**config.mk**
```make
export PLATFORM = sky130hd
export DESIGN_NAME = waveform_plot_decimator
export DESIGN_NICKNAME = d
export VERILOG_FILES = /design/src/wpd_pkg.sv /design/src/wpd_div.sv /design/src/waveform_plot_decimator.sv
export SDC_FILE = /design/constraint.sdc
export NUM_CORES = 1
export LEC_CHECK = 0
export BUFFER_PORTS_ARGS = -buffer_cell sky130_fd_sc_hd__buf_4
export CAP_MARGIN = 5
export CORE_UTILIZATION = 50
export CTS_CLUSTER_SIZE = 8
export DETAILED_ROUTE_END_ITERATION = 7
export MAX_ROUTING_LAYER = met4
export PLACE_DENSITY = 0.63
export SYNTH_ARGS = -nofsm -noshare
export SYNTH_HDL_FRONTEND = slang
export SYNTH_SLANG_ARGS = --single-unit
```
**constraint.sdc**
```tcl
create_clock -name clock -period 12.69 [get_ports clock]
set_clock_uncertainty 0.05 [all_clocks]
set_input_delay 0.6345 -clock clock [delete_from_list [all_inputs] [get_ports clock]]
set_output_delay 0.6345 -clock clock [all_outputs]
set_load 0.01 [all_outputs]
```
**src/wpd_pkg.sv**
```systemverilog
// Package for the waveform plot decimator: command codes, register indexes,
// sequencer states and the divider status bundle. No dependencies.
package wpd_pkg;

   localparam int SAMPLE_W = 16;
   localparam int SCALE_W = 16;
   localparam int RES_W = 8;
   localparam int CH_REG_W = 4;
   localparam int START_W = 24;
   localparam int REG_IDX_W = 3;

   // Shifts that divide by the 8-bit range (0x100) and the 16-bit range (0x10000).
   localparam logic [4:0] NARROW_SHIFT = 5'd8;
   localparam logic [4:0] WIDE_SHIFT = 5'd16;

   localparam logic [1:0] CMD_MOVE = 2'd0;
   localparam logic [1:0] CMD_LINE = 2'd1;
   localparam logic [1:0] CMD_FILL = 2'd2;

   localparam logic [REG_IDX_W-1:0] REG_CHANNELS = 3'd0;
   localparam logic [REG_IDX_W-1:0] REG_SAMPLE_MODE = 3'd1;
   localparam logic [REG_IDX_W-1:0] REG_PLOT_WIDTH = 3'd2;
   localparam logic [REG_IDX_W-1:0] REG_PLOT_HEIGHT = 3'd3;
   localparam logic [REG_IDX_W-1:0] REG_SCALE = 3'd4;
   localparam logic [REG_IDX_W-1:0] REG_RESOLUTION = 3'd5;
   localparam logic [REG_IDX_W-1:0] REG_START_FRAME = 3'd6;

   typedef enum logic [7:0] {
      ST_IDLE    = 8'b0000_0001,
      ST_DIV_INC = 8'b0000_0010,
      ST_DIV_AVG = 8'b0000_0100,
      ST_MUL     = 8'b0000_1000,
      ST_SCALE   = 8'b0001_0000,
      ST_LINE    = 8'b0010_0000,
      ST_FINISH  = 8'b0100_0000,
      ST_MOVE    = 8'b1000_0000
   } state_type;

   typedef struct packed {
      logic busy;
      logic done;
   } div_status_type;

endpackage

```
**src/wpd_div.sv**
```systemverilog
// Bit-serial restoring divider, one quotient bit per cycle, unsigned operands.
// Depends on wpd_pkg for the status bundle.
module wpd_div #(
   parameter int DIVIDEND_W = 20,
   parameter int DIVISOR_W = 8
) (
   input  logic                       clock,
   input  logic                       reset,
   input  logic                       start,
   input  logic [DIVIDEND_W-1:0]      dividend,
   input  logic [DIVISOR_W-1:0]       divisor,
   output wpd_pkg::div_status_type    status,
   output logic [DIVIDEND_W-1:0]      quotient
);

   localparam int CNT_W = $clog2(DIVIDEND_W + 1);

   logic [CNT_W-1:0]      count_ff, count_in;
   logic                  busy_ff, busy_in;
   logic                  done_ff, done_in;
   logic [DIVISOR_W-1:0]  rem_ff, rem_in;
   logic [DIVIDEND_W-1:0] quo_ff, quo_in;
   logic [DIVISOR_W-1:0]  divisor_ff, divisor_in;
   logic [DIVISOR_W:0]    trial;
   logic [DIVISOR_W:0]    diff;
   logic                  fits;

   always_comb begin
      trial = {rem_ff, quo_ff[DIVIDEND_W-1]};
      diff = trial - {1'b0, divisor_ff};
      fits = trial >= {1'b0, divisor_ff};
      count_in = count_ff;
      busy_in = busy_ff;
      done_in = 1'b0;
      rem_in = rem_ff;
      quo_in = quo_ff;
      divisor_in = divisor_ff;
      if (start) begin
         count_in = CNT_W'(DIVIDEND_W);
         busy_in = 1'b1;
         rem_in = '0;
         quo_in = dividend;
         divisor_in = divisor;
      end else if (busy_ff) begin
         rem_in = fits ? diff[DIVISOR_W-1:0] : trial[DIVISOR_W-1:0];
         quo_in = {quo_ff[DIVIDEND_W-2:0], fits};
         count_in = count_ff - CNT_W'(1);
         if (count_ff == CNT_W'(1)) begin
            busy_in = 1'b0;
            done_in = 1'b1;
         end
      end
   end

   always_ff @(posedge clock) begin
      if (reset) begin
         count_ff <= '0;
         busy_ff <= 1'b0;
         done_ff <= 1'b0;
      end else begin
         count_ff <= count_in;
         busy_ff <= busy_in;
         done_ff <= done_in;
      end
      rem_ff <= rem_in;
      quo_ff <= quo_in;
      divisor_ff <= divisor_in;
   end

   assign status.busy = busy_ff;
   assign status.done = done_ff;
   assign quotient = quo_ff;

endmodule

```
**src/waveform_plot_decimator.sv**
```systemverilog
// Top level of the waveform plot decimator: register file, sequencer and result register.
// Depends on wpd_pkg and on the shared divider wpd_div.

// A start transaction loads a move result when the plot width and height are
// both non-zero. A sample transaction that does not complete a drawn frame
// leaves the sequencer idle, or passes to the finish state when it ends the
// buffer. A drawn frame runs the single bit-serial divider twice, once for
// the frame step scale/resolution and once for the channel average, on
// DIVIDEND_W-bit dividends (DIVIDEND_W = 17 + log2(MAX_CHANNELS), 20 at the
// defaults), followed by the multiply, scaling and line states; the line state
// waits for the result register to drain and passes to the finish state when
// the sample ends the buffer. A frame that falls on a full display divides once.
// The block takes no new transaction while a sample is in work.
module waveform_plot_decimator #(
   parameter int MAX_CHANNELS = 8,
   parameter int DIM_BITS = 12
) (
   input  logic                          clock,
   input  logic                          reset,
   input  logic                          req_valid,
   output logic                          req_ready,
   input  logic                          req_op,
   input  logic [wpd_pkg::SAMPLE_W-1:0]  req_sample,
   input  logic                          req_end_of_buffer,
   output logic                          rsp_valid,
   input  logic                          rsp_ready,
   output logic [1:0]                    rsp_command,
   output logic [DIM_BITS-1:0]           rsp_pos_x,
   output logic [DIM_BITS-1:0]           rsp_pos_y,
   output logic                          rsp_last,
   input  logic                          psel,
   input  logic                          penable,
   input  logic                          pwrite,
   input  logic [4:0]                    paddr,
   input  logic [31:0]                   pwdata,
   output logic [31:0]                   prdata,
   output logic                          pready
);

   localparam int CH_IDX_W = (MAX_CHANNELS > 1) ? $clog2(MAX_CHANNELS) : 1;
   localparam int SUM_W = wpd_pkg::SAMPLE_W + 1 + CH_IDX_W;
   localparam int AVG_W = wpd_pkg::SAMPLE_W + 1;
   localparam int PROD_W = AVG_W + DIM_BITS + 1;
   localparam int PIX_W = wpd_pkg::SCALE_W + 1;
   localparam int RES_W = wpd_pkg::RES_W;
   localparam int START_W = wpd_pkg::START_W;

   // Configuration registers.
   logic [wpd_pkg::CH_REG_W-1:0]   channels_ff;
   logic                           sample_mode_ff;
   logic [DIM_BITS-1:0]            plot_width_ff;
   logic [DIM_BITS-1:0]            plot_height_ff;
   logic [wpd_pkg::SCALE_W-1:0]    scale_ff;
   logic [RES_W-1:0]               resolution_ff;
   logic [START_W-1:0]             start_frame_ff;
   logic                           csr_write;
   logic [wpd_pkg::REG_IDX_W-1:0]  reg_idx;

   assign csr_write = psel & penable & pwrite;
   assign reg_idx = paddr[4:2];
   assign pready = 1'b1;

   always_ff @(posedge clock) begin
      if (reset) begin
         channels_ff <= wpd_pkg::CH_REG_W'(1);
         sample_mode_ff <= 1'b0;
         plot_width_ff <= '0;
         plot_height_ff <= '0;
         scale_ff <= wpd_pkg::SCALE_W'(16);
         resolution_ff <= RES_W'(8);
         start_frame_ff <= '0;
      end else if (csr_write) begin
         case (reg_idx)
            wpd_pkg::REG_CHANNELS: channels_ff <= pwdata[wpd_pkg::CH_REG_W-1:0];
            wpd_pkg::REG_SAMPLE_MODE: sample_mode_ff <= pwdata[0];
            wpd_pkg::REG_PLOT_WIDTH: plot_width_ff <= pwdata[DIM_BITS-1:0];
            wpd_pkg::REG_PLOT_HEIGHT: plot_height_ff <= pwdata[DIM_BITS-1:0];
            wpd_pkg::REG_SCALE: scale_ff <= pwdata[wpd_pkg::SCALE_W-1:0];
            wpd_pkg::REG_RESOLUTION: resolution_ff <= pwdata[RES_W-1:0];
            wpd_pkg::REG_START_FRAME: start_frame_ff <= pwdata[START_W-1:0];
            default: ;
         endcase
      end
   end

   always_comb begin
      case (reg_idx)
         wpd_pkg::REG_CHANNELS: prdata = 32'(channels_ff);
         wpd_pkg::REG_SAMPLE_MODE: prdata = 32'(sample_mode_ff);
         wpd_pkg::REG_PLOT_WIDTH: prdata = 32'(plot_width_ff);
         wpd_pkg::REG_PLOT_HEIGHT: prdata = 32'(plot_height_ff);
         wpd_pkg::REG_SCALE: prdata = 32'(scale_ff);
         wpd_pkg::REG_RESOLUTION: prdata = 32'(resolution_ff);
         wpd_pkg::REG_START_FRAME: prdata = 32'(start_frame_ff);
         default: prdata = '0;
      endcase
   end

   // Run state.
   wpd_pkg::state_type             state_ff, state_in;
   logic                           enabled_ff, enabled_in;
   logic [DIM_BITS-1:0]            column_ff, column_in;
   logic [PIX_W-1:0]               pixel_count_ff, pixel_count_in;
   logic [START_W-1:0]             frame_index_ff, frame_index_in;
   logic [CH_IDX_W-1:0]            channel_index_ff, channel_index_in;
   logic signed [SUM_W-1:0]        channel_sum_ff, channel_sum_in;
   logic [wpd_pkg::SCALE_W-1:0]    skip_count_ff, skip_count_in;
   logic                           eob_ff, eob_in;
   logic signed [SUM_W-1:0]        frame_sum_ff, frame_sum_in;
   logic [PIX_W-1:0]               inc_ff, inc_in;
   logic signed [AVG_W-1:0]        avg_ff, avg_in;
   logic signed [PROD_W-1:0]       prod_ff, prod_in;
   logic [DIM_BITS-1:0]            y_ff, y_in;

   // Result register.
   logic                           rsp_valid_ff, rsp_valid_in;
   logic [1:0]                     rsp_command_ff;
   logic [DIM_BITS-1:0]            rsp_pos_x_ff;
   logic [DIM_BITS-1:0]            rsp_pos_y_ff;
   logic                           rsp_last_ff;

   logic                           emit;
   logic [1:0]                     emit_cmd;
   logic [DIM_BITS-1:0]            emit_x;
   logic [DIM_BITS-1:0]            emit_y;
   logic                           emit_last;
   logic                           slot_free;

   // Divider interface.
   logic                           div_start;
   logic [SUM_W-1:0]               div_dividend;
   logic [RES_W-1:0]               div_divisor;
   wpd_pkg::div_status_type        div_status;
   logic [SUM_W-1:0]               div_quotient;

   // Derived values.
   logic [RES_W-1:0]               ch_wide;
   logic [RES_W-1:0]               nch;
   logic [wpd_pkg::SCALE_W-1:0]    sc;
   logic [RES_W-1:0]               rs;
   logic signed [SUM_W-1:0]        sample_val;
   logic signed [SUM_W-1:0]        sum_next;
   logic                           frame_done;
   logic [SUM_W-1:0]               sum_mag;
   logic [AVG_W-1:0]               avg_mag;
   logic [DIM_BITS-1:0]            half_height;
   logic [4:0]                     shift;
   logic signed [PROD_W-1:0]       bias;
   logic signed [PROD_W-1:0]       scaled;
   logic [PIX_W-1:0]               pix_sum;
   logic [DIM_BITS-1:0]            column_next;
   logic                           accept;

   assign ch_wide = RES_W'(channels_ff);
   assign nch = (channels_ff == '0) ? RES_W'(1) :
                (ch_wide > RES_W'(MAX_CHANNELS)) ? RES_W'(MAX_CHANNELS) : ch_wide;
   assign sc = (scale_ff == '0) ? wpd_pkg::SCALE_W'(1) : scale_ff;
   assign rs = (resolution_ff == '0) ? RES_W'(1) : resolution_ff;
   assign sample_val = sample_mode_ff ? SUM_W'($signed(req_sample)) :
                       SUM_W'($signed(req_sample[7:0] ^ 8'h80));
   assign sum_next = channel_sum_ff + sample_val;
   assign frame_done = (RES_W'(channel_index_ff) + RES_W'(1)) >= nch;
   assign sum_mag = frame_sum_ff[SUM_W-1] ? SUM_W'(-frame_sum_ff) : SUM_W'(frame_sum_ff);
   assign avg_mag = div_quotient[AVG_W-1:0];
   assign half_height = {1'b0, plot_height_ff[DIM_BITS-1:1]};
   assign shift = sample_mode_ff ? wpd_pkg::WIDE_SHIFT : wpd_pkg::NARROW_SHIFT;
   assign bias = prod_ff[PROD_W-1] ? ((PROD_W'(1) << shift) - PROD_W'(1)) : '0;
   assign scaled = (prod_ff + bias) >>> shift;
   assign pix_sum = pixel_count_ff + inc_ff;
   assign column_next = (pix_sum >= PIX_W'(sc)) ? column_ff + DIM_BITS'(1) : column_ff;
   assign slot_free = !rsp_valid_ff || rsp_ready;
   assign req_ready = (state_ff == wpd_pkg::ST_IDLE);
   assign accept = req_valid && req_ready;

   assign div_dividend = (state_ff == wpd_pkg::ST_IDLE) ? SUM_W'(sc) : sum_mag;
   assign div_divisor = (state_ff == wpd_pkg::ST_IDLE) ? rs : nch;

   always_comb begin
      state_in = state_ff;
      enabled_in = enabled_ff;
      column_in = column_ff;
      pixel_count_in = pixel_count_ff;
      frame_index_in = frame_index_ff;
      channel_index_in = channel_index_ff;
      channel_sum_in = channel_sum_ff;
      skip_count_in = skip_count_ff;
      eob_in = eob_ff;
      frame_sum_in = frame_sum_ff;
      inc_in = inc_ff;
      avg_in = avg_ff;
      prod_in = prod_ff;
      y_in = y_ff;
      div_start = 1'b0;
      emit = 1'b0;
      emit_cmd = wpd_pkg::CMD_MOVE;
      emit_x = '0;
      emit_y = '0;
      emit_last = 1'b1;
      case (state_ff)
         wpd_pkg::ST_IDLE: begin
            if (accept) begin
               eob_in = req_end_of_buffer;
               if (!req_op) begin
                  column_in = '0;
                  pixel_count_in = '0;
                  frame_index_in = '0;
                  channel_index_in = '0;
                  channel_sum_in = '0;
                  skip_count_in = '0;
                  enabled_in = (plot_width_ff != '0) && (plot_height_ff != '0);
                  if ((plot_width_ff != '0) && (plot_height_ff != '0)) begin
                     state_in = wpd_pkg::ST_MOVE;
                  end
               end else if (enabled_ff) begin
                  state_in = req_end_of_buffer ? wpd_pkg::ST_FINISH : wpd_pkg::ST_IDLE;
                  if (frame_done) begin
                     channel_index_in = '0;
                     channel_sum_in = '0;
                     frame_sum_in = sum_next;
                     if (frame_index_ff < start_frame_ff) begin
                        frame_index_in = frame_index_ff + START_W'(1);
                     end else if (skip_count_ff == '0) begin
                        div_start = 1'b1;
                        state_in = wpd_pkg::ST_DIV_INC;
                     end else begin
                        skip_count_in = skip_count_ff - wpd_pkg::SCALE_W'(1);
                     end
                  end else begin
                     channel_index_in = channel_index_ff + CH_IDX_W'(1);
                     channel_sum_in = sum_next;
                  end
               end
            end
         end
         wpd_pkg::ST_DIV_INC: begin
            if (div_status.done) begin
               inc_in = PIX_W'(div_quotient[wpd_pkg::SCALE_W-1:0]) + PIX_W'(1);
               skip_count_in = div_quotient[wpd_pkg::SCALE_W-1:0];
               if (column_ff < plot_width_ff) begin
                  div_start = 1'b1;
                  state_in = wpd_pkg::ST_DIV_AVG;
               end else begin
                  state_in = eob_ff ? wpd_pkg::ST_FINISH : wpd_pkg::ST_IDLE;
               end
            end
         end
         wpd_pkg::ST_DIV_AVG: begin
            if (div_status.done) begin
               avg_in = frame_sum_ff[SUM_W-1] ? -$signed(avg_mag) : $signed(avg_mag);
               state_in = wpd_pkg::ST_MUL;
            end
         end
         wpd_pkg::ST_MUL: begin
            prod_in = PROD_W'(avg_ff) * PROD_W'($signed({1'b0, plot_height_ff}));
            state_in = wpd_pkg::ST_SCALE;
         end
         wpd_pkg::ST_SCALE: begin
            y_in = half_height + scaled[DIM_BITS-1:0];
            state_in = wpd_pkg::ST_LINE;
         end
         wpd_pkg::ST_LINE: begin
            if (slot_free) begin
               emit = 1'b1;
               emit_cmd = wpd_pkg::CMD_LINE;
               emit_x = column_ff;
               emit_y = y_ff;
               emit_last = !(eob_ff && (column_next < plot_width_ff));
               column_in = column_next;
               pixel_count_in = (pix_sum >= PIX_W'(sc)) ? '0 : pix_sum;
               state_in = eob_ff ? wpd_pkg::ST_FINISH : wpd_pkg::ST_IDLE;
            end
         end
         wpd_pkg::ST_FINISH: begin
            if (column_ff >= plot_width_ff) begin
               enabled_in = 1'b0;
               state_in = wpd_pkg::ST_IDLE;
            end else if (slot_free) begin
               emit = 1'b1;
               emit_cmd = wpd_pkg::CMD_FILL;
               emit_x = column_ff;
               enabled_in = 1'b0;
               state_in = wpd_pkg::ST_IDLE;
            end
         end
         wpd_pkg::ST_MOVE: begin
            if (slot_free) begin
               emit = 1'b1;
               emit_cmd = wpd_pkg::CMD_MOVE;
               emit_y = half_height;
               state_in = wpd_pkg::ST_IDLE;
            end
         end
         default: begin
            state_in = wpd_pkg::ST_IDLE;
         end
      endcase
   end

   assign rsp_valid_in = emit || (rsp_valid_ff && !rsp_ready);

   always_ff @(posedge clock) begin
      if (reset) begin
         state_ff <= wpd_pkg::ST_IDLE;
         enabled_ff <= 1'b0;
         column_ff <= '0;
         pixel_count_ff <= '0;
         frame_index_ff <= '0;
         channel_index_ff <= '0;
         channel_sum_ff <= '0;
         skip_count_ff <= '0;
         eob_ff <= 1'b0;
         rsp_valid_ff <= 1'b0;
      end else begin
         state_ff <= state_in;
         enabled_ff <= enabled_in;
         column_ff <= column_in;
         pixel_count_ff <= pixel_count_in;
         frame_index_ff <= frame_index_in;
         channel_index_ff <= channel_index_in;
         channel_sum_ff <= channel_sum_in;
         skip_count_ff <= skip_count_in;
         eob_ff <= eob_in;
         rsp_valid_ff <= rsp_valid_in;
      end
      frame_sum_ff <= frame_sum_in;
      inc_ff <= inc_in;
      avg_ff <= avg_in;
      prod_ff <= prod_in;
      y_ff <= y_in;
      if (emit) begin
         rsp_command_ff <= emit_cmd;
         rsp_pos_x_ff <= emit_x;
         rsp_pos_y_ff <= emit_y;
         rsp_last_ff <= emit_last;
      end
   end

   assign rsp_valid = rsp_valid_ff;
   assign rsp_command = rsp_command_ff;
   assign rsp_pos_x = rsp_pos_x_ff;
   assign rsp_pos_y = rsp_pos_y_ff;
   assign rsp_last = rsp_last_ff;

   wpd_div #(
      .DIVIDEND_W(SUM_W),
      .DIVISOR_W(RES_W)
   ) u_div (
      .clock(clock),
      .reset(reset),
      .start(div_start),
      .dividend(div_dividend),
      .divisor(div_divisor),
      .status(div_status),
      .quotient(div_quotient)
   );

`ifndef SYNTHESIS
   a_div_done_in_wait: assert property (@(posedge clock) disable iff (reset)
      div_status.done |-> (state_ff == wpd_pkg::ST_DIV_INC || state_ff == wpd_pkg::ST_DIV_AVG))
      else $error("Divider finished outside a divide wait state.");

   a_idle_div_quiet: assert property (@(posedge clock) disable iff (reset)
      (state_ff == wpd_pkg::ST_IDLE) |-> !div_status.busy)
      else $error("Divider still busy while the sequencer accepts transactions.");

   a_fill_ends_render: assert property (@(posedge clock) disable iff (reset)
      (emit && emit_cmd == wpd_pkg::CMD_FILL) |=> !enabled_ff)
      else $error("Render still enabled after a fill result.");
`endif

endmodule

```
# Word level (Yosys, flattened, before mapping)

Cells that the tools add are included.

Logic and storage cells: 225
Bits in registers: 346
Output and inout port bits: 62

Shifts and indexed selects: 2
Mux-type cells: 92
Reductions and logical operators: 41
Bitwise logic cells: 4
Multipliers: 1
$lt $le $gt $ge: 8
Add/subtract/negate cells: 15
Equal/unequal tests: 29

Operators by type and width:

| kind                                               | count |
|---|---|
| one-hot mux 24 bit (7 select lines)                | 1 |
| 2-to-1 mux 20 bit                                  | 8 |
| 2-to-1 mux 16 bit                                  | 8 |
| 2-to-1 mux 24 bit                                  | 4 |
| 2-to-1 mux 8 bit                                   | 12 |
| 2-to-1 mux 17 bit                                  | 5 |
| 2-to-1 mux 12 bit                                  | 7 |
| one-hot mux 12 bit (2 select lines)                | 3 |
| one-hot mux 8 bit (8 select lines)                 | 1 |
| 2-to-1 mux 7 bit                                   | 6 |
| one-hot mux 17 bit (2 select lines)                | 1 |
| logical NOT 16 bit                                 | 2 |
| one-hot mux 16 bit (2 select lines)                | 1 |
| adder 30 bit                                       | 1 |
| multiplier 17 x 13 -> 30 bit                       | 1 |
| 2-to-1 mux 30 bit                                  | 1 |
| left shift 1 x 5 -> 30 bit, first input constant   | 1 |
| >>> shifter 30 x 5 -> 12 bit                       | 1 |
| subtractor 30 x 1 -> 30 bit, second input constant | 1 |
| adder 24 x 1 -> 24 bit, second input constant      | 1 |
| < comparator 12 bit                                | 2 |
| < comparator 24 bit                                | 1 |
| nonzero test 12 bit                                | 2 |
| AND reduction 2 bit                                | 11 |
| 58 further kinds                                   | 110 |

# Logic depth before layout (Yosys ltp)

Gate-level depths: netlist of run 1.

Word-level depth: 10
Mapped depth: 29
Gate-level depth less buffers: 29

# Cells and area by module

Synthesis of run 1 repeated with hierarchy kept, for this count alone.

Cell total of the unflattened synthesis: 3048
Area, all modules: 27626.5 um^2

By module, submodules not included:

| module                  | cells an instance | instances | area each (um^2) | seq. area each (um^2) |
|---|---|---|---|---|
| waveform_plot_decimator | 2854              | 1         | 25420.6          | 7267.0 |
| wpd_div                 | 194               | 1         | 2205.9           | 1141.1 |

# Least setup slack after synthesis of run 1

OpenSTA, ideal clock, no wires.

Path kind: reg-to-reg
Start point: reg plot_height_ff[2]
End point: reg prod_ff[26], data pin
Required time: 12.378 ns
Arrival time: 5.631 ns
Setup time: 0.262 ns
Path slack: 6.746 ns
Stages on the path, launching flop included: 23
Clock period less this slack: 5.944 ns
Cells stage by stage: dfxtp_1 clkbuf_1 clkbuf_1 nand2_1 fa_1 inv_1 fa_1 fa_1 inv_1 fa_1 fa_1 inv_1 ha_1 o21ai_0 o21ai_0 a31oi_1 o2bb2ai_1 a21oi_1 a2111oi_0 or2_2 nor2_1 o21ai_0 a21oi_1

Longest elaborated chain between the ends: 1

Ends and longest elaborated chain:

| element                      | line                           | text |
|---|---|---|
| from (decl)                  | waveform_plot_decimator.sv:52  | `logic [DIM_BITS-1:0] plot_height_ff;` |
| from (signal assigned)       | waveform_plot_decimator.sv:77  | `wpd_pkg::REG_PLOT_HEIGHT: plot_height_ff <= pwdata[DIM_BITS-1:0];` |
| multiplier 17 x 13 -> 30 bit | waveform_plot_decimator.sv:254 | `prod_in = PROD_W'(avg_ff) * PROD_W'($signed({1'b0, plot_height_ff}));` |
| to (signal assigned)         | waveform_plot_decimator.sv:328 | `prod_ff <= prod_in;` |
| to (decl)                    | waveform_plot_decimator.sv:112 | `logic signed [PROD_W-1:0] prod_ff, prod_in;` |

Every way passes these cells.
A chain may end at the register's enable or synchronous reset.

# Worst setup path in the final report of run 1

Same ends and word-level chain as after synthesis.

==> results.json, run 1 <==
{
  "grt_pass1_wl_mm": 114,
  "die_h_um": 236,
  "crit_arrival_ps": 7090,
  "timing.slew.headroom_pct": 19.3,
  "grt_usage_pct": 26.5,
  "ys.flop_type": "dfxtp_1",
  "fin_ws_ps": 5850,
  "synth_top_area_share_pct": 16.4,
  "finalCritPeriodShare_pct": 53.9,
  "grt_antenna_before_repair": 2,
  "met3_length_mm": 4.00,
  "outcome": "finished, final reports clean",
  "viasPerCell": 5.70,
  "fillCellCount": 4877,
  "cts.repair.resized": 0,
  "drt_iter0_drc": 1363,
  "yosys_register_bits": 345,
  "worstRegToRegCells": 20,
  "synthArstFlopShare_pct": 0,
  "clock-root-buffer": "clkbuf_16",
  "worst_path_largest_cell_delay_ps": 1060,
  "fin_setup_tns_ps": 0,
  "synth_top_area_cell": "edfxtp_1",
  "hold_violations": 0,
  "finalCriticalPeriod_ps": 6840,
  "pwr-share-comb_pct": 7.2,
  "critPathMaxFanout": 23,
  "total_power_w": 0.00258,
  "crit_slowest_cell": "dfxtp_1",
  "required_ps": 12940,
  "io_buffer_count": 104,
  "drv_cap": 0,
  "seq_area_sq_mm": 0.00841,
  "cts_buffer_depth": 3,
  "yosysUniqueCellTypes": 82,
  "max_freq_mhz": 146,
  "powerDensity_mw_per_mm2": 85.8,
  "yosys_warnings": 0,
  "finalMaxSlewViolations": 0,
  "multi_input_area_sq_mm": 0.0172,
  "drive_above_1_share_pct": 6.83,
  "postSynthAreaPerCell_sq_um": 9.00,
  "synth.most_common_cell": "nand2_1",
  "clk_pin_slew_ps": 50,
  "place_ws_ps": 5920,
  "place_congestion": 0.897,
  "first_global_vias": 21600,
  "p_leak_nw": 12.8,
  "cts-hold-fix-buffers": 0,
  "clock-sinks": 345,
  "crit_cells": 20,
  "r2r_slack_ps": 5850,
  "worst-setup-path-type": "reg2reg",
  "first_pass_iters": 5,
  "cp_top_family": "adder cells",
  "synth.top_cells.by_count": "nand2_1 (357), inv_1 (328), a21oi_1 (215)",
  "area_growth_syn_to_layout_pct": 9.69,
  "switchingPower_w": 0.000621,
  "rsz0062_at_grt": "no",
  "vias": 21700,
  "power_frac_clock_pct": 47.4,
  "netlist_area_sq_mm": 0.0274,
  "die_x_um": 236,
  "cts_max_level": 2,
  "hold_depth": 3,
  "ant_nets": 0,
  "intPower_w": 0.00196,
  "met2WireLength_mm": 33.6,
  "synthTopCellsByArea": "edfxtp_1 (16%), dfxtp_1 (14%), fa_1 (14%)",
  "die-area_sq_mm": 0.0557,
  "dp_hpwl_mm": 53.8,
  "clk_latency_ps": 600,
  "worst_pin_slew_ps": 1210,
  "drt-met1-wl_mm": 31.4,
  "drt-total-wl_mm": 71.3,
  "drc_errors": 0,
  "worstSetupEndpointType": "flop",
  "finalSetupViolations": 0,
  "hp-class": "in2reg",
  "cpMostUsedCell": "fa_1",
  "synthCells": 3044,
  "postCtsSetupBuffers": 0,
  "start_util_pct": 50.7,
  "io_pins": 124,
  "nNetsFinal": 3542,
  "synth_edf_count": 150,
  "path_buf_inv": 3,
  "cts_buffers": 49,
  "coreArea_sq_mm": 0.0540,
  "swShare_pct": 24.1,
  "rows": 85,
  "cp-start-kind": "flop",
  "power_frac_seq_pct": 45.5,
  "peakVddDrop_mv": 0.0937,
  "grt_max_degree": 54,
  "cts_tree": "yes",
  "grt-ovfl-total": 0,
  "worstPathCellList": "nand2_1 > fa_1 > inv_1 > fa_1 > fa_1 > inv_1 > fa_1 > fa_1 > inv_1 > ha_1 > o21ai_0 > o21ai_0 > a31oi_1 > o2bb2ai_1 > a21oi_1 > a2111oi_0 > or2_2 > nor2_1 > o21ai_0 > a21oi_1",
  "ys_seq_area_share_pct": 30.7,
  "top_layer": "met4",
  "routedWlPerCell_um": 18.8
}
## worst min-delay path, cell delays in order
cell,delay [ps]
buf_4,110
nand2_1,40
a21oi_1,50
## area by class of cell
| cell class | instances | share of cell area, % |
|---|---|---|
| multi-input cells | 2223 | 57.2 |
| clock buffers | 78 | 4.55 |
| well taps | 696 | 2.90 |
| diodes | 2 | 0.0167 |
| clock inverters | 3 | 0.146 |
| flip-flops and latches | 345 | 28.0 |
| inverters | 328 | 4.10 |
| repair buffers | 127 | 3.17 |
## stage by stage
step                      hold slack [ps]  instance area [sq um]  std cells  util, %
after floorplan                       395                  27400       3051        -
after global routing                  244                  30100       3802     55.6
after CTS                             220                  30100       3800     55.6
final                                 245                  30100       3802     55.6
after global placement                410                  28600       3719     53.0
after detailed placement              411                  28600       3719     53.0
## flip-flops by register name (all words and copies together), names as in the netlist, 16 cells and up
| signal | flops |
|---|---|
| avg_ff | 17 |
| frame_sum_ff | 20 |
| prod_ff | 29 |
| pixel_count_ff | 17 |
| inc_ff | 17 |
| skip_count_ff | 16 |
| channel_sum_ff | 20 |
| scale_ff | 16 |
| start_frame_ff | 24 |
| frame_index_ff | 24 |
| u_div.quotient | 20 |
## kinds of logic (layout without fill, tap and decap cells)
family                     count (synthesis)  after routing  share of synthesized area, %
and+or+nand+nor                          977            977                          17.1
AOI/OAI and AO/OA                        622            622                          14.7
other                                      2             11                        0.0274
muxes                                     48             48                          1.76
adders and majority gates                406            406                          23.8
buffers and inverters                    483            536                          6.78
DFF                                      345            345                          30.7
xor gates and xnor gates                 161            161                          5.15
## path summary, 6_finish.rpt
path	start	to
setup / recovery	plot_height_ff[2]	prod_ff[26]
hold / removal	pwdata[18]	start_frame_ff[18]
setup reg to reg	plot_height_ff[2]	prod_ff[26]
hold reg to reg	start_frame_ff[18]	start_frame_ff[18]
## power groups by stage
stage	sequential [W]	clock, W	combinational (W)
finish	0.00117	0.00122	0.000184
global route	0.00117	0.00129	0.000203
CTS	0.00117	0.00125	0.000184
detailed placement	0.00119	0	0.000182
global placement	0.00119	0	0.000178
floorplan	0.00119	0	0.000127
## metal layers
| layer | GRT usage (%) | up-vias |
|---|---|---|
| li1 | - | 10400 |
| met1 | 33.9 | 10500 |
| met2 | 43.2 | 628 |
| met3 | 3.30 | 146 |
| met4 | 9.29 | 0 |
| met5 | - | - |
## placed cells by master (no fill, tap or decap), drive strengths merged, types with 127 or more instances in the layout
| cell | n |
|---|---|
| edfxtp | 150 |
| ha | 214 |
| nand2 | 359 |
| inv | 329 |
| a21oi | 217 |
| dfxtp | 195 |
| buf | 127 |
| fa | 192 |
| nor2 | 179 |
| and2 | 136 |
Note: power is estimated with default switching activity, not from simulation.
==> run 2, diff against run 1 <==
PLACE_DENSITY = 0.66   (was 0.63)
clock period = 5.7 ns   (was 12.69 ns; I/O delays follow)
==> run 2 against run 1 <==
Clock power is 130% higher. Maximum frequency grew 22%. First-iteration DRC count is 25% higher. Sequential power up 120%. Final area grew 6.2%. Total power rose by 130%. Via count increased by 4.2%. Count of clock-buffer cells in the layout rose by 2. Critical endpoint is now prod_ff[29]. Sequential cell count stayed put. Global-route usage grew 1.1 points. Wire length grew 5.5%. Worst setup slack got worse by 5700 ps.
==> results.json, run 2 (synthesized netlist as in run 1, its figures left out) <==
{
  "outcome": "finished, final reports clean",
  "grt_max_degree": 63,
  "drt_iter0_drc": 1701,
  "max_freq_mhz": 179,
  "drt-total-wl_mm": 75.3,
  "nNetsFinal": 3705,
  "hp-class": "in2reg",
  "rows": 85,
  "required_ps": 5960,
  "routedWlPerCell_um": 19.0,
  "diodes": 0,
  "grt-ovfl-total": 0,
  "io_buffer_count": 104,
  "multi_input_area_sq_mm": 0.0176,
  "clk_pin_slew_ps": 50,
  "drive_above_1_share_pct": 13.1,
  "worstSetupEndpointType": "flop",
  "cts_buffer_depth": 3,
  "cts_max_level": 2,
  "hold_violations": 0,
  "start_util_pct": 50.7,
  "drv_cap": 0,
  "dp_hpwl_mm": 57.5,
  "timing.slew.headroom_pct": 19.7,
  "final_cell_mix": "nand2_1 (351), inv_1 (323), buf_4 (246)",
  "worstRegToRegCells": 17,
  "coreArea_sq_mm": 0.0540,
  "final_cells": 3966,
  "clock-root-buffer": "clkbuf_16",
  "p_leak_nw": 13.6,
  "io_pins": 124,
  "seq_area_sq_mm": 0.00843,
  "total_power_w": 0.00580,
  "vias": 22600,
  "worst_pin_slew_ps": 1200,
  "largest_reg_flops": 29,
  "grt_pass1_wl_mm": 119,
  "fillCellCount": 4644,
  "finalSetupViolations": 0,
  "clk_latency_ps": 610,
  "finalCriticalPeriod_ps": 5590,
  "hold_depth": 2,
  "place_congestion": 0.978,
  "die_h_um": 236,
  "first_global_vias": 22400,
  "clock-sinks": 345,
  "cts_tree": "yes",
  "final_util_pct": 59.1,
  "finalMaxSlewViolations": 0,
  "powerDensity_mw_per_mm2": 182,
  "critPathMaxFanout": 8,
  "first_pass_iters": 5,
  "dp.cells": 3807,
  "crit_arrival_ps": 5850,
  "rsz0062_at_grt": "yes",
  "viasPerCell": 5.70,
  "die_x_um": 236,
  "finalCritPeriodShare_pct": 98.0,
  "worst-setup-path-type": "reg2reg",
  "ant_nets": 0,
  "die-area_sq_mm": 0.0557,
  "peakVddDrop_mv": 0.203,
  "area_growth_syn_to_layout_pct": 16.5,
  "grt_usage_pct": 27.6,
  "cp-start-kind": "flop",
  "cts_buffers": 50,
  "drc_errors": 0,
  "largestRegisters": "prod_ff: 29 flops, frame_index_ff: 24 flops, start_frame_ff: 24 flops",
  "regMostFlops": "prod_ff",
  "final_common_cell": "nand2_1",
  "grt_antenna_before_repair": 2
}
run 2: cell types whose count changed in the layout (fill, tap and decap cells not counted), sizes merged:
| cell | previous run | this run |
|---|---|---|
| buf | 127 | 258 |
| clkbuf | 78 | 82 |
| clkinv | 2 | 4 |
| clkinvlp | 0 | 1 |
| diode | 2 | 0 |
| dlygate4sd3 | 0 | 29 |
| inv | 329 | 328 |
run 2: area by class of cell:
type | count | area share [%]
repair buffers | 289 | 7.31
well taps | 696 | 2.73
inverters | 328 | 3.86
multi-input cells | 2223 | 55.2
flip-flops and latches | 345 | 26.4
clock buffers | 80 | 4.27
clock inverters | 5 | 0.239
run 2: final timing paths:
path | slack (ps) | end | start
setup / recovery | 110 | prod_ff[29] | avg_ff[7]
setup reg to reg | 110 | prod_ff[29] | avg_ff[7]
hold / removal | 30 | frame_sum_ff[1] | req_sample[1]
hold reg to reg | 420 | start_frame_ff[12] | start_frame_ff[12]
run 2: critical path, stage by stage (launching register included):
cell	delay, ps
edfxtp_1	570
buf_4	180
nand2_1	80
fa_1	530
inv_1	60
fa_2	570
fa_1	430
fa_1	500
fa_1	490
ha_4	310
nand4_1	160
nor3_2	220
o2111ai_2	200
a31oi_4	300
a31oi_4	130
o31ai_2	270
a21oi_1	110
xnor2_1	140
run 2: report_power, final:
group	leakage (nW)	internal, W	switching (W)
combinational	9.96	0.000174	0.000269
clock	0.680	0.00163	0.00113
sequential	2.97	0.00258	0.0000231
total	13.6	0.00438	0.00142
run 2: per-stage QoR:
| step | setup WS, ps | TNS (ps) | hold slack, ps | area (sq um) |
|---|---|---|---|---|
| 5_1_grt | -82.5 | -236 | 19.2 | 31900 |
| 2_1_floorplan | 4.69 | 0 | 364 | 27500 |
| 6_report | 112 | 0 | 26.8 | 31900 |
| 3_3_place_gp | -102 | -122 | 411 | 29300 |
| 3_5_place_dp | -197 | -352 | 414 | 29300 |
| 4_1_cts | 3.85 | 0 | 3.03 | 31200 |
run 2: timing repair:
item,in CTS,in global routing
hold endpoints to repair,81,0
pin swaps,4,64
resized for setup,9,110
endpoints found under the setup margin,4,10
buffers inserted,9,37
hold buffers,29,0
gates cloned,0,1
run 2: routing by layer:
metal | wire (um) | GRT usage [%] | up-vias
met5 | 0 | - | -
met4 | 2670 | 9.63 | 0
met3 | 4690 | 3.16 | 165
met2 | 34700 | 43.8 | 749
met1 | 33200 | 36.7 | 10900
li1 | - | - | 10800
